File: config.mk
export PLATFORM = sky130hd
export DESIGN_NAME = dns_query_responder
export DESIGN_NICKNAME = d
export VERILOG_FILES = /design/src/rtl/dqr_pkg.sv /design/src/rtl/dqr_parser.sv /design/src/rtl/dqr_reply_gen.sv /design/src/rtl/dns_query_responder.sv
export SDC_FILE = /design/constraint.sdc
export NUM_CORES = 1
export LEC_CHECK = 0
export ABC_AREA = 1
export BUFFER_PORTS_ARGS = -buffer_cell sky130_fd_sc_hd__buf_2
export CAP_MARGIN = 5
export CORE_MARGIN = 3
export CORE_UTILIZATION = 30
export CTS_CLUSTER_SIZE = 25
export DETAILED_ROUTE_END_ITERATION = 12
export PLACE_DENSITY = 0.43
export SKIP_CTS_REPAIR_TIMING = 1
export SLEW_MARGIN = 5
export SYNTH_ARGS = -nofsm -noshare
export SYNTH_HDL_FRONTEND = slang
export SYNTH_SLANG_ARGS = --single-unit
File: constraint.sdc
create_clock -name clock -period 2.7 [get_ports clock]
set_input_delay 0.675 -clock clock [delete_from_list [all_inputs] [get_ports clock]]
set_output_delay 0.675 -clock clock [all_outputs]
set_load 0.05 [all_outputs]
File: src/rtl/dqr_pkg.sv
// shared types, constants and name table for the dns query responder
package dqr_pkg;

   // longest datagram tracked; later bytes are ignored
   localparam int MAX_DATAGRAM = 64;
   localparam int POS_W        = $clog2(MAX_DATAGRAM + 1);

   localparam int HDR_LEN   = 12;
   localparam int QNAME_LEN = 14;
   localparam int TC_LEN    = 4;
   localparam int REPLY_LEN = 46;
   localparam int RPOS_W    = $clog2(REPLY_LEN);

   // configuration register indexes
   localparam logic CSR_REPLY_ADDRESS = 1'b0;
   localparam logic CSR_REPLY_TTL     = 1'b1;

   localparam logic [31:0] REPLY_ADDRESS_RESET = 32'hC0A8_0A01;
   localparam logic [31:0] REPLY_TTL_RESET     = 32'h0000_0001;

   typedef enum logic [1:0] {
      PH_HEADER,
      PH_NAME,
      PH_TYPECLASS,
      PH_IGNORE
   } phase_type;

   typedef struct packed {
      logic [7:0] data_byte;
      logic       last_of_datagram;
   } req_type;

   typedef struct packed {
      logic [7:0] out_byte;
      logic       last_of_reply;
   } rsp_type;

   typedef logic [HDR_LEN-1:0][7:0] hdr_bytes_type;
   typedef logic [TC_LEN-1:0][7:0]  tc_bytes_type;

   // expected question name in wire form: length-prefixed labels, root terminator
   function automatic logic [7:0] wire_name_byte(input logic [3:0] k);
      logic [7:0] b;
      begin
         case (k)
            4'd0:    b = 8'h06;
            4'd1:    b = 8'h7A;
            4'd2:    b = 8'h65;
            4'd3:    b = 8'h70;
            4'd4:    b = 8'h68;
            4'd5:    b = 8'h79;
            4'd6:    b = 8'h72;
            4'd7:    b = 8'h05;
            4'd8:    b = 8'h6C;
            4'd9:    b = 8'h6F;
            4'd10:   b = 8'h63;
            4'd11:   b = 8'h61;
            4'd12:   b = 8'h6C;
            default: b = 8'h00;
         endcase
         return b;
      end
   endfunction

endpackage

File: src/rtl/dqr_parser.sv
// request parser: header capture, name match, type and class capture
module dqr_parser (
   input  logic                  clock,
   input  logic                  reset,
   input  logic                  accept,
   input  dqr_pkg::req_type      req_data,
   output dqr_pkg::hdr_bytes_type hdr_bytes,
   output dqr_pkg::tc_bytes_type tc_bytes,
   output logic                  start
);

   dqr_pkg::phase_type           phase_ff, phase_in;
   logic [dqr_pkg::POS_W-1:0]    pos_ff, pos_in;
   dqr_pkg::hdr_bytes_type       hdr_ff;
   dqr_pkg::tc_bytes_type        tc_ff;

   logic                         in_range;
   logic [dqr_pkg::POS_W-1:0]    name_off;
   logic [dqr_pkg::POS_W-1:0]    tc_off;
   logic [3:0]                   name_k;
   logic [1:0]                   tc_k;
   logic                         hdr_ok;
   logic                         hdr_we;
   logic                         tc_we;

   assign in_range = (pos_ff < dqr_pkg::POS_W'(dqr_pkg::MAX_DATAGRAM));
   assign name_off = pos_ff - dqr_pkg::POS_W'(dqr_pkg::HDR_LEN);
   assign tc_off   = pos_ff - dqr_pkg::POS_W'(dqr_pkg::HDR_LEN + dqr_pkg::QNAME_LEN);
   assign name_k   = name_off[3:0];
   assign tc_k     = tc_off[1:0];
   // qr clear and a nonzero question count
   assign hdr_ok   = !hdr_ff[2][7] && ((hdr_ff[4] | hdr_ff[5]) != 8'h00);

   // next phase
   always_comb begin
      phase_in = phase_ff;
      if (accept && in_range) begin
         unique case (phase_ff)
            dqr_pkg::PH_HEADER: begin
               if (pos_ff == dqr_pkg::POS_W'(dqr_pkg::HDR_LEN - 1)) begin
                  phase_in = hdr_ok ? dqr_pkg::PH_NAME : dqr_pkg::PH_IGNORE;
               end
            end
            dqr_pkg::PH_NAME: begin
               if (name_off >= dqr_pkg::POS_W'(dqr_pkg::QNAME_LEN) ||
                   req_data.data_byte != dqr_pkg::wire_name_byte(name_k)) begin
                  phase_in = dqr_pkg::PH_IGNORE;
               end else if (name_k == 4'(dqr_pkg::QNAME_LEN - 1)) begin
                  phase_in = dqr_pkg::PH_TYPECLASS;
               end
            end
            dqr_pkg::PH_TYPECLASS: begin
               if (tc_off >= dqr_pkg::POS_W'(dqr_pkg::TC_LEN) || tc_k == 2'd3) begin
                  phase_in = dqr_pkg::PH_IGNORE;
               end
            end
            dqr_pkg::PH_IGNORE: begin
               phase_in = dqr_pkg::PH_IGNORE;
            end
            default: begin
               phase_in = dqr_pkg::PH_IGNORE;
            end
         endcase
      end
      if (accept && req_data.last_of_datagram) begin
         phase_in = dqr_pkg::PH_HEADER;
      end
   end

   // phase outputs
   always_comb begin
      hdr_we = 1'b0;
      tc_we  = 1'b0;
      start  = 1'b0;
      if (accept && in_range) begin
         unique case (phase_ff) inside
            dqr_pkg::PH_HEADER: begin
               hdr_we = (pos_ff < dqr_pkg::POS_W'(dqr_pkg::HDR_LEN));
            end
            dqr_pkg::PH_TYPECLASS: begin
               tc_we = (tc_off < dqr_pkg::POS_W'(dqr_pkg::TC_LEN));
               start = tc_we && (tc_k == 2'd3);
            end
            dqr_pkg::PH_NAME, dqr_pkg::PH_IGNORE: begin
               hdr_we = 1'b0;
            end
            default: begin
               hdr_we = 1'b0;
            end
         endcase
      end
   end

   always_comb begin
      pos_in = pos_ff;
      if (accept) begin
         if (req_data.last_of_datagram) begin
            pos_in = '0;
         end else if (in_range) begin
            pos_in = pos_ff + 1'b1;
         end
      end
   end

   always_ff @(posedge clock) begin
      if (reset) begin
         phase_ff <= dqr_pkg::PH_HEADER;
         pos_ff   <= '0;
      end else begin
         phase_ff <= phase_in;
         pos_ff   <= pos_in;
      end
   end

   always_ff @(posedge clock) begin
      if (hdr_we) begin
         hdr_ff[pos_ff[3:0]] <= req_data.data_byte;
      end
      if (tc_we) begin
         tc_ff[tc_k] <= req_data.data_byte;
      end
   end

   assign hdr_bytes = hdr_ff;
   assign tc_bytes  = tc_ff;

endmodule

File: src/rtl/dqr_reply_gen.sv
// reply generator: walks the 46 reply bytes into an output register
module dqr_reply_gen (
   input  logic                   clock,
   input  logic                   reset,
   input  logic                   start,
   input  dqr_pkg::hdr_bytes_type hdr_bytes,
   input  dqr_pkg::tc_bytes_type  tc_bytes,
   input  logic [31:0]            reply_ttl,
   input  logic [31:0]            reply_address,
   input  logic                   rsp_stall,
   output logic                   rsp_valid,
   output dqr_pkg::rsp_type       rsp_data,
   output logic                   busy
);

   logic                       busy_ff, busy_in;
   logic [dqr_pkg::RPOS_W-1:0] rpos_ff, rpos_in;
   logic                       rsp_valid_ff, rsp_valid_in;
   dqr_pkg::rsp_type           rsp_data_ff, rsp_data_in;

   logic                       load;
   logic                       at_end;
   logic [dqr_pkg::RPOS_W-1:0] name_off;
   logic [dqr_pkg::RPOS_W-1:0] tc_off;
   logic [dqr_pkg::RPOS_W-1:0] ttl_off;
   logic [dqr_pkg::RPOS_W-1:0] addr_off;
   logic [7:0]                 byte_sel;

   assign load   = busy_ff && (!rsp_valid_ff || !rsp_stall);
   assign at_end = (rpos_ff == dqr_pkg::RPOS_W'(dqr_pkg::REPLY_LEN - 1));

   assign name_off = rpos_ff - dqr_pkg::RPOS_W'(12);
   assign tc_off   = rpos_ff - dqr_pkg::RPOS_W'(26);
   assign ttl_off  = rpos_ff - dqr_pkg::RPOS_W'(36);
   assign addr_off = rpos_ff - dqr_pkg::RPOS_W'(42);

   // reply byte decoder
   always_comb begin
      unique case (rpos_ff) inside
         6'd0, 6'd1, [6'd3:6'd5], [6'd8:6'd11]:
                         byte_sel = hdr_bytes[rpos_ff[3:0]];
         6'd2:           byte_sel = hdr_bytes[2] | 8'h80;
         6'd6:           byte_sel = 8'h00;
         6'd7:           byte_sel = 8'h01;
         [6'd12:6'd25]:  byte_sel = dqr_pkg::wire_name_byte(name_off[3:0]);
         [6'd26:6'd29]:  byte_sel = tc_bytes[tc_off[1:0]];
         6'd30:          byte_sel = 8'hC0;
         6'd31:          byte_sel = 8'h0C;
         6'd33, 6'd35:   byte_sel = 8'h01;
         [6'd36:6'd39]:  byte_sel = reply_ttl[8*(3-int'(ttl_off[1:0])) +: 8];
         6'd41:          byte_sel = 8'h04;
         [6'd42:6'd45]:  byte_sel = reply_address[8*(3-int'(addr_off[1:0])) +: 8];
         default:        byte_sel = 8'h00;
      endcase
   end

   always_comb begin
      busy_in      = busy_ff;
      rpos_in      = rpos_ff;
      rsp_valid_in = rsp_valid_ff && rsp_stall;
      rsp_data_in  = rsp_data_ff;
      if (start) begin
         busy_in = 1'b1;
         rpos_in = '0;
      end else if (load) begin
         rsp_valid_in              = 1'b1;
         rsp_data_in.out_byte      = byte_sel;
         rsp_data_in.last_of_reply = at_end;
         rpos_in                   = rpos_ff + 1'b1;
         if (at_end) begin
            busy_in = 1'b0;
         end
      end
   end

   always_ff @(posedge clock) begin
      if (reset) begin
         busy_ff      <= 1'b0;
         rpos_ff      <= '0;
         rsp_valid_ff <= 1'b0;
      end else begin
         busy_ff      <= busy_in;
         rpos_ff      <= rpos_in;
         rsp_valid_ff <= rsp_valid_in;
      end
   end

   always_ff @(posedge clock) begin
      rsp_data_ff <= rsp_data_in;
   end

   assign rsp_valid = rsp_valid_ff;
   assign rsp_data  = rsp_data_ff;
   assign busy      = busy_ff;

endmodule

File: src/rtl/dns_query_responder.sv
// top level of the dns query responder: a-record reply for one fixed host name
//
//   channel | direction | handshake             | payload
//   req_    | in        | req_valid / req_stall | req_type: data_byte, last_of_datagram
//   rsp_    | out       | rsp_valid / rsp_stall | rsp_type: out_byte, last_of_reply
//   csr_    | in        | csr_valid / csr_ready | csr_index (1 bit), csr_data (32 bit)
//
// one request byte is taken per cycle while no reply is being sent
// the byte that completes the question class starts the reply walk;
// req_stall is held high for the whole walk, set by the reply busy flag, and
// stays high longer while rsp_stall holds a reply byte back
// a reply byte is offered in the cycle after it is selected and waits in the
// output register under rsp_stall; the walk pauses with it
// reset (synchronous, active high) returns parsing to the header, clears the
// reply walk and restores the ttl and address registers
module dns_query_responder (
   input  logic              clock,
   input  logic              reset,

   // request bytes
   input  logic              req_valid,
   output logic              req_stall,
   input  dqr_pkg::req_type  req_data,

   // reply bytes
   output logic              rsp_valid,
   input  logic              rsp_stall,
   output dqr_pkg::rsp_type  rsp_data,

   // configuration writes
   input  logic              csr_valid,
   output logic              csr_ready,
   input  logic              csr_index,
   input  logic [31:0]       csr_data
);

   logic                   req_accept;
   logic                   reply_start;
   logic                   reply_busy;
   dqr_pkg::hdr_bytes_type hdr_bytes;
   dqr_pkg::tc_bytes_type  tc_bytes;

   logic [31:0]            reply_address_ff, reply_address_in;
   logic [31:0]            reply_ttl_ff, reply_ttl_in;

   // no request is taken while the reply walk reads the stores
   assign req_stall  = reply_busy;
   assign req_accept = req_valid && !req_stall;

   // configuration registers, always ready
   assign csr_ready = 1'b1;

   always_comb begin
      reply_address_in = reply_address_ff;
      reply_ttl_in     = reply_ttl_ff;
      if (csr_valid && csr_ready) begin
         unique case (csr_index)
            dqr_pkg::CSR_REPLY_ADDRESS: reply_address_in = csr_data;
            dqr_pkg::CSR_REPLY_TTL:     reply_ttl_in     = csr_data;
            default:                    reply_ttl_in     = reply_ttl_ff;
         endcase
      end
   end

   always_ff @(posedge clock) begin
      if (reset) begin
         reply_address_ff <= dqr_pkg::REPLY_ADDRESS_RESET;
         reply_ttl_ff     <= dqr_pkg::REPLY_TTL_RESET;
      end else begin
         reply_address_ff <= reply_address_in;
         reply_ttl_ff     <= reply_ttl_in;
      end
   end

   // header, name and type/class parsing
   dqr_parser u_parser (
      .clock     (clock),
      .reset     (reset),
      .accept    (req_accept),
      .req_data  (req_data),
      .hdr_bytes (hdr_bytes),
      .tc_bytes  (tc_bytes),
      .start     (reply_start)
   );

   // reply byte sequencing and output register
   dqr_reply_gen u_reply_gen (
      .clock         (clock),
      .reset         (reset),
      .start         (reply_start),
      .hdr_bytes     (hdr_bytes),
      .tc_bytes      (tc_bytes),
      .reply_ttl     (reply_ttl_ff),
      .reply_address (reply_address_ff),
      .rsp_stall     (rsp_stall),
      .rsp_valid     (rsp_valid),
      .rsp_data      (rsp_data),
      .busy          (reply_busy)
   );

endmodule
# --- Word-level counts from Yosys, hierarchy flattened ---
# Memory sizes are Yosys's and may differ from the RTL's.
# Index checks and enable logic that the tools add are counted.
# Widths: inputs -> output; s select.
word_totals:
  register_bits: 218
  mem_bits_ro: 224
  in_bits: 47
  wordCells: 154
  mem_count: 2
mem_list:
  columns: ["memory", "words", "word_bits", "rd", "rd_clocked_by_memory_dff", "write_ports", "line", "text"]
  rows:
  - ["(no name shown)", 16, 7, 1, 0, 0, "dqr_pkg.sv:45", "case (k)"]
  - ["(no name shown)", 16, 7, 1, 0, 0, "dqr_pkg.sv:45", null]
op_classes:
  n_addsub: 10
  order_cmp: 23
  eq_ne: 19
  shifts: 2
  mux: 32
  bitwise_logic: 3
  reduce_logical: 38
ops:
  columns: ["operator", "count"]
  rows:
  - ["$bwmux 96", 1]
  - ["$pmux 8 s10", 1]
  - ["$shiftx 32x32->8", 2]
  - ["$mux 8", 6]
  - ["$bmux 8 s4", 1]
  - ["$bwmux 32", 1]
  - ["$demux 8 s4", 1]
  - ["$eq 6x6->1 const B", 4]
  - ["$bmux 8 s2", 1]
  - ["$demux 8 s2", 1]
  - ["$logic_and 1x1->1", 15]
  - ["$mux 7", 2]
  - ["$eq 6x5->1 const B", 2]
  - ["$ge 6x4->1 const B", 2]
  - ["$ge 6x6->1 const B", 2]
  - ["$le 6x5->1 const B", 2]
  - ["$le 6x6->1 const B", 2]
  - ["$mux 1", 11]
  - ["$lt 4x5->1 const B", 2]
  - ["$mux 2", 5]
  - ["$reduce_and 2->1", 5]
  - ["$ne 8x8->1", 1]
  - ["$or 8x8->8", 1]
  - ["$pmux 2 s4", 1]
  - ["other kinds (40)", 55]

# --- Depth between registers and ports, before layout ---
depth:
  word_depth: 8
  ltp_mapped: 15
  mapped_depth_nobuf: 13

# --- By module ---
# From an unflattened synthesis, not the netlist that was laid out.
hier_totals:
  hier_cells: 1392
  area_unflattened_um2: 11041.8
by_module_without_submodules:
  columns: ["mod", "instances", "cells_per_inst", "area_per_inst_um2", "seq_area_each_um2"]
  rows:
  - ["dqr_parser", 1, 350, 5057.4, 4023.9]
  - ["dqr_reply_gen", 1, 706, 3478.3, 430.4]
  - ["dns_query_responder", 1, 336, 2506.2, 1281.2]

# --- Worst setup path after synthesis ---
# Ideal clock, no wire load.
synth_path:
  path_kind: "register -> register"
  from: "register u_parser.pos_ff[1] in the netlist's numbering"
  to: "register u_parser.tc_ff (netlist bit u_parser.tc_bytes[0]), enable pin"
  setup_time_ps: 370
  arrival_ps: 1685
  t_required_ps: 2330
  path_slack_ps: 644
  stages_incl_launch_ff: 10
  n_path_buf: 0
  path_cell_list: "dfxtp_1 inv_1 ha_1 inv_1 nand3_1 nand2_1 nand4_1 nor2_1 nand3_1 nor2_1"
synth_between:
  elab_chain_cells: 4
synth_rtl:
  columns: ["item", "line", "text"]
  rows:
  - ["start, declared", "dqr_parser.sv:13", "logic [dqr_pkg::POS_W-1:0] pos_ff, pos_in;"]
  - ["start signal, assigned", "dqr_parser.sv:111", "pos_ff <= pos_in;"]
  - ["$sub 7x5->7", "dqr_parser.sv:28", "assign tc_off = pos_ff - dqr_pkg::POS_W'(dqr_pkg::HDR_LEN + dqr_pkg::QNAME_LEN);"]
  - ["$lt 7x3->1", "dqr_parser.sv:81", "tc_we = (tc_off < dqr_pkg::POS_W'(dqr_pkg::TC_LEN));"]
  - ["$mux 1", "dqr_parser.sv:76", "unique case (phase_ff) inside"]
  - ["$mux 1 (*)", "dqr_parser.sv:75", "if (accept && in_range) begin"]
  - ["end signal, assigned by index", "dqr_parser.sv:120", "tc_ff[tc_k] <= req_data.data_byte;"]
  - ["end, declared", "dqr_parser.sv:15", "dqr_pkg::tc_bytes_type tc_ff;"]
# Every way passes the cells marked *; elsewhere a longest branch is shown, timed or not.
# A chain may end at the register's enable or synchronous reset.

# --- Worst setup path after layout ---
layout_path:
  from: "register u_parser.pos_ff[1] in the netlist's numbering"
  to: "register u_parser.tc_ff (netlist bit u_parser.tc_bytes[24]), enable pin"
# Same word-level chain as after synthesis.

==> impl_metrics.env <==
export IMPL_outcome="completed"
export IMPL_hold_slack_ns=0.377
export IMPL_peakVddDrop_mv=0.503
export IMPL_cp_slowest_stage_delay_ns=0.51
export IMPL_layout_nets=1271
export IMPL_gp_congestion=0.867
export IMPL_critPathBufInv=3
export IMPL_netlist_instances=1134
export IMPL_grt_usage_pct=17.1
export IMPL_drtPass1Iterations=5
export IMPL_maxSlewViolCount=0
export IMPL_cp_cell_sequence="inv_1, ha_1, inv_1, nand3_1, nand2_1, nand4_1, nor2_1, nand3_1, nor2_2, buf_4"
export IMPL_drtIter0Drc=578
export IMPL_max_freq_ghz=0.432
export IMPL_skew_ns=0.00639
export IMPL_min_path_type="input port to flip-flop"
export IMPL_final_util_pct=35.9
export IMPL_finalSetupTns_ns=0
export IMPL_syn_num_nets=1204
export IMPL_layout_commonest_cell="nor2_1"
export IMPL_finalCritPeriodShare_pct=85.8
export IMPL_drc=0
export IMPL_cap_viol_max_count=0
export IMPL_critPathLaunchType="flip-flop"
export IMPL_grt_overflow_total=0
export IMPL_async_flop_share_pct=0
export IMPL_slowest_stage="dfxtp_1"
export IMPL_synth_cell_types=44
export IMPL_fin_crit_ns=2.32
export IMPL_routed_wl_microns=31000
export IMPL_start_util_pct=30.7
export IMPL_io_pins=59
export IMPL_cts_root_buffer="clkbuf_16"
export IMPL_cts_buffers=26
export IMPL_diodes=0
export IMPL_drive_gt1_share_pct=13.9
export IMPL_path_max_fanout=9
export IMPL_routed_via_density=4.84
export IMPL_syn_area_sq_um=10100
export IMPL_avgSynthCellArea_sq_um=8.91
export IMPL_dp_cells=1615
export IMPL_wl_per_cell_microns=18.6
export IMPL_slew_limit_headroom_pct=60.1
export IMPL_cts_buffer_depth=3
export IMPL_ys_seq_area_share_pct=56.8
export IMPL_ant_nets=0
export IMPL_finalSetupViolCount=0
export IMPL_max_slew_worst_pin_slew_ns=0.599
export IMPL_crit_type="flip-flop to flip-flop"
export IMPL_ff2ff_setup_slack_ns=0.38
export IMPL_cts_tree="built"
export IMPL_cts_sinks=218
export IMPL_die_area_sq_um=35900
export IMPL_finalHoldViolCount=0
export IMPL_clk_latency_ns=0.52
export IMPL_cp_required_ns=2.93
export IMPL_vias=8034
export IMPL_rsz0062_at_grt="no"
export IMPL_die_width_microns=190
export IMPL_grt_max_degree=67
export IMPL_grt_antenna_before_repair=0
export IMPL_coreArea_sq_um=32900
export IMPL_instances_no_fill=1661
export IMPL_yosys_warnings=0
export IMPL_most_common_layout_cells="203 x nor2_1, 192 x nand2_1, 137 x edfxtp_1"
export IMPL_portBuffers=57
export IMPL_area_delta_synth_final_pct=16.6
export IMPL_synth_edf_count=137
export IMPL_rows=66
export IMPL_die_h_microns=190
export IMPL_grt_pass1_wl_microns=47800
export IMPL_grt_pass1_vias=7744
export IMPL_cp_top_family="simple AND/OR/NAND/NOR gates"
export IMPL_htree_levels=1
export IMPL_power_density_nw_per_um2=618
export IMPL_ys_flop_type="edfxtp_1"
export IMPL_synth_seq_cells=218
export IMPL_worst_setup_path_end_kind="flip-flop"
export IMPL_clkTransAtPathRegs_ns=0.06
export IMPL_critical_path_arrival_ns=2.55
export IMPL_p_leak_nw=4.55
export IMPL_dp_hpwl_microns=21000
-- final cells by class --
type                       count  area (sq um)
tap                          442           553
fill                        3426         21100
sequential                   218          5740
clock inverter                 3          16.3
multi-input combinational    794          3840
inverter                      65           244
clock buffer                  43           776
timing repair buffer          96           616
-- synthesized netlist by cell type (all sizes together) (2+ instances only) --
library cell | count | area, sq um
a211oi | 2 | 15.0
a21oi | 65 | 325
a221oi | 2 | 17.5
a32oi | 2 | 17.5
buf | 29 | 181
clkbuf | 28 | 105
clkinv | 2 | 7.51
dfxtp | 81 | 1620
edfxtp | 137 | 4110
ha | 23 | 288
inv | 63 | 236
nand2 | 198 | 758
nand3 | 76 | 385
nand3b | 4 | 30.0
nand4 | 9 | 56.3
nor2 | 210 | 803
nor3 | 10 | 55.1
nor4 | 4 | 25.0
o211a | 2 | 20.0
o211ai | 4 | 30.0
o21ai | 146 | 738
o22ai | 19 | 119
o31ai | 2 | 15.0
or2 | 3 | 21.3
xor2 | 6 | 52.6
-- tightest hold or removal path, delay by kind of cell --
kind / cells / cell delay, ns
buffers and inverters: 1 / 0.08
and+or+nand+nor: 2 / 0.10
-- where the power goes --
part           internal, mW  leakage, nW  switching (mW)  total, mW
Sequential             3.62         1.90          0.0347       3.65
Combinational         0.120         2.27           0.249      0.368
Clock                  1.94        0.381            1.33       3.27
-- sequential cells by signal, summed over array words and instances (netlist names) --
signal                 flops
u_reply_gen.rsp_valid      1
u_reply_gen.rsp_data       9
reply_ttl_ff              32
u_parser.pos_ff            7
u_parser.phase_ff          2
u_parser.tc_bytes         32
reply_address_ff          32
u_reply_gen.busy           1
u_reply_gen.rpos_ff        6
u_parser.hdr_bytes        96
-- cells by family after synthesis --
| group | after synthesis | synth area share, % |
|---|---|---|
| other | 1 | 0.0371 |
| buffers and inverters | 122 | 5.25 |
| AOI/OAI and AO/OA | 250 | 13.4 |
| xor gates and xnor gates | 6 | 0.520 |
| and+or+nand+nor | 514 | 21.1 |
| adders and majority gates | 23 | 2.85 |
| DFF | 218 | 56.8 |
-- through the flow --
step	total power, mW	setup slack, ns	area [sq um]
final	7.29	0.384	11800
after global routing	7.57	0.161	11800
after CTS	7.37	0.374	11800
after detailed placement	4.09	0.384	11000
after global placement	4.09	0.406	11000
after floorplan	3.91	0.644	10100
-- final timing paths --
check,cells past startpoint,startpoint,to
worst max-delay path,10,u_parser.pos_ff[1]$_SDFFE_PP0P_,u_parser.tc_bytes[24]$_DFFE_PP_
worst min-delay path,3,csr_data[11],reply_address_ff[11]$_SDFFE_PP1P_
worst max register to register,10,u_parser.pos_ff[1]$_SDFFE_PP0P_,u_parser.tc_bytes[24]$_DFFE_PP_
worst min register to register,2,reply_address_ff[29]$_SDFFE_PP0P_,reply_address_ff[29]$_SDFFE_PP0P_
-- routing by layer --
metal,GRT usage [%],share of wire (%)
met1,25.3,48
met2,27.1,46
met3,2.15,4.1
met4,3.50,1.9
met5,0,0
No activity file was read; power rests on OpenSTA's default activity.
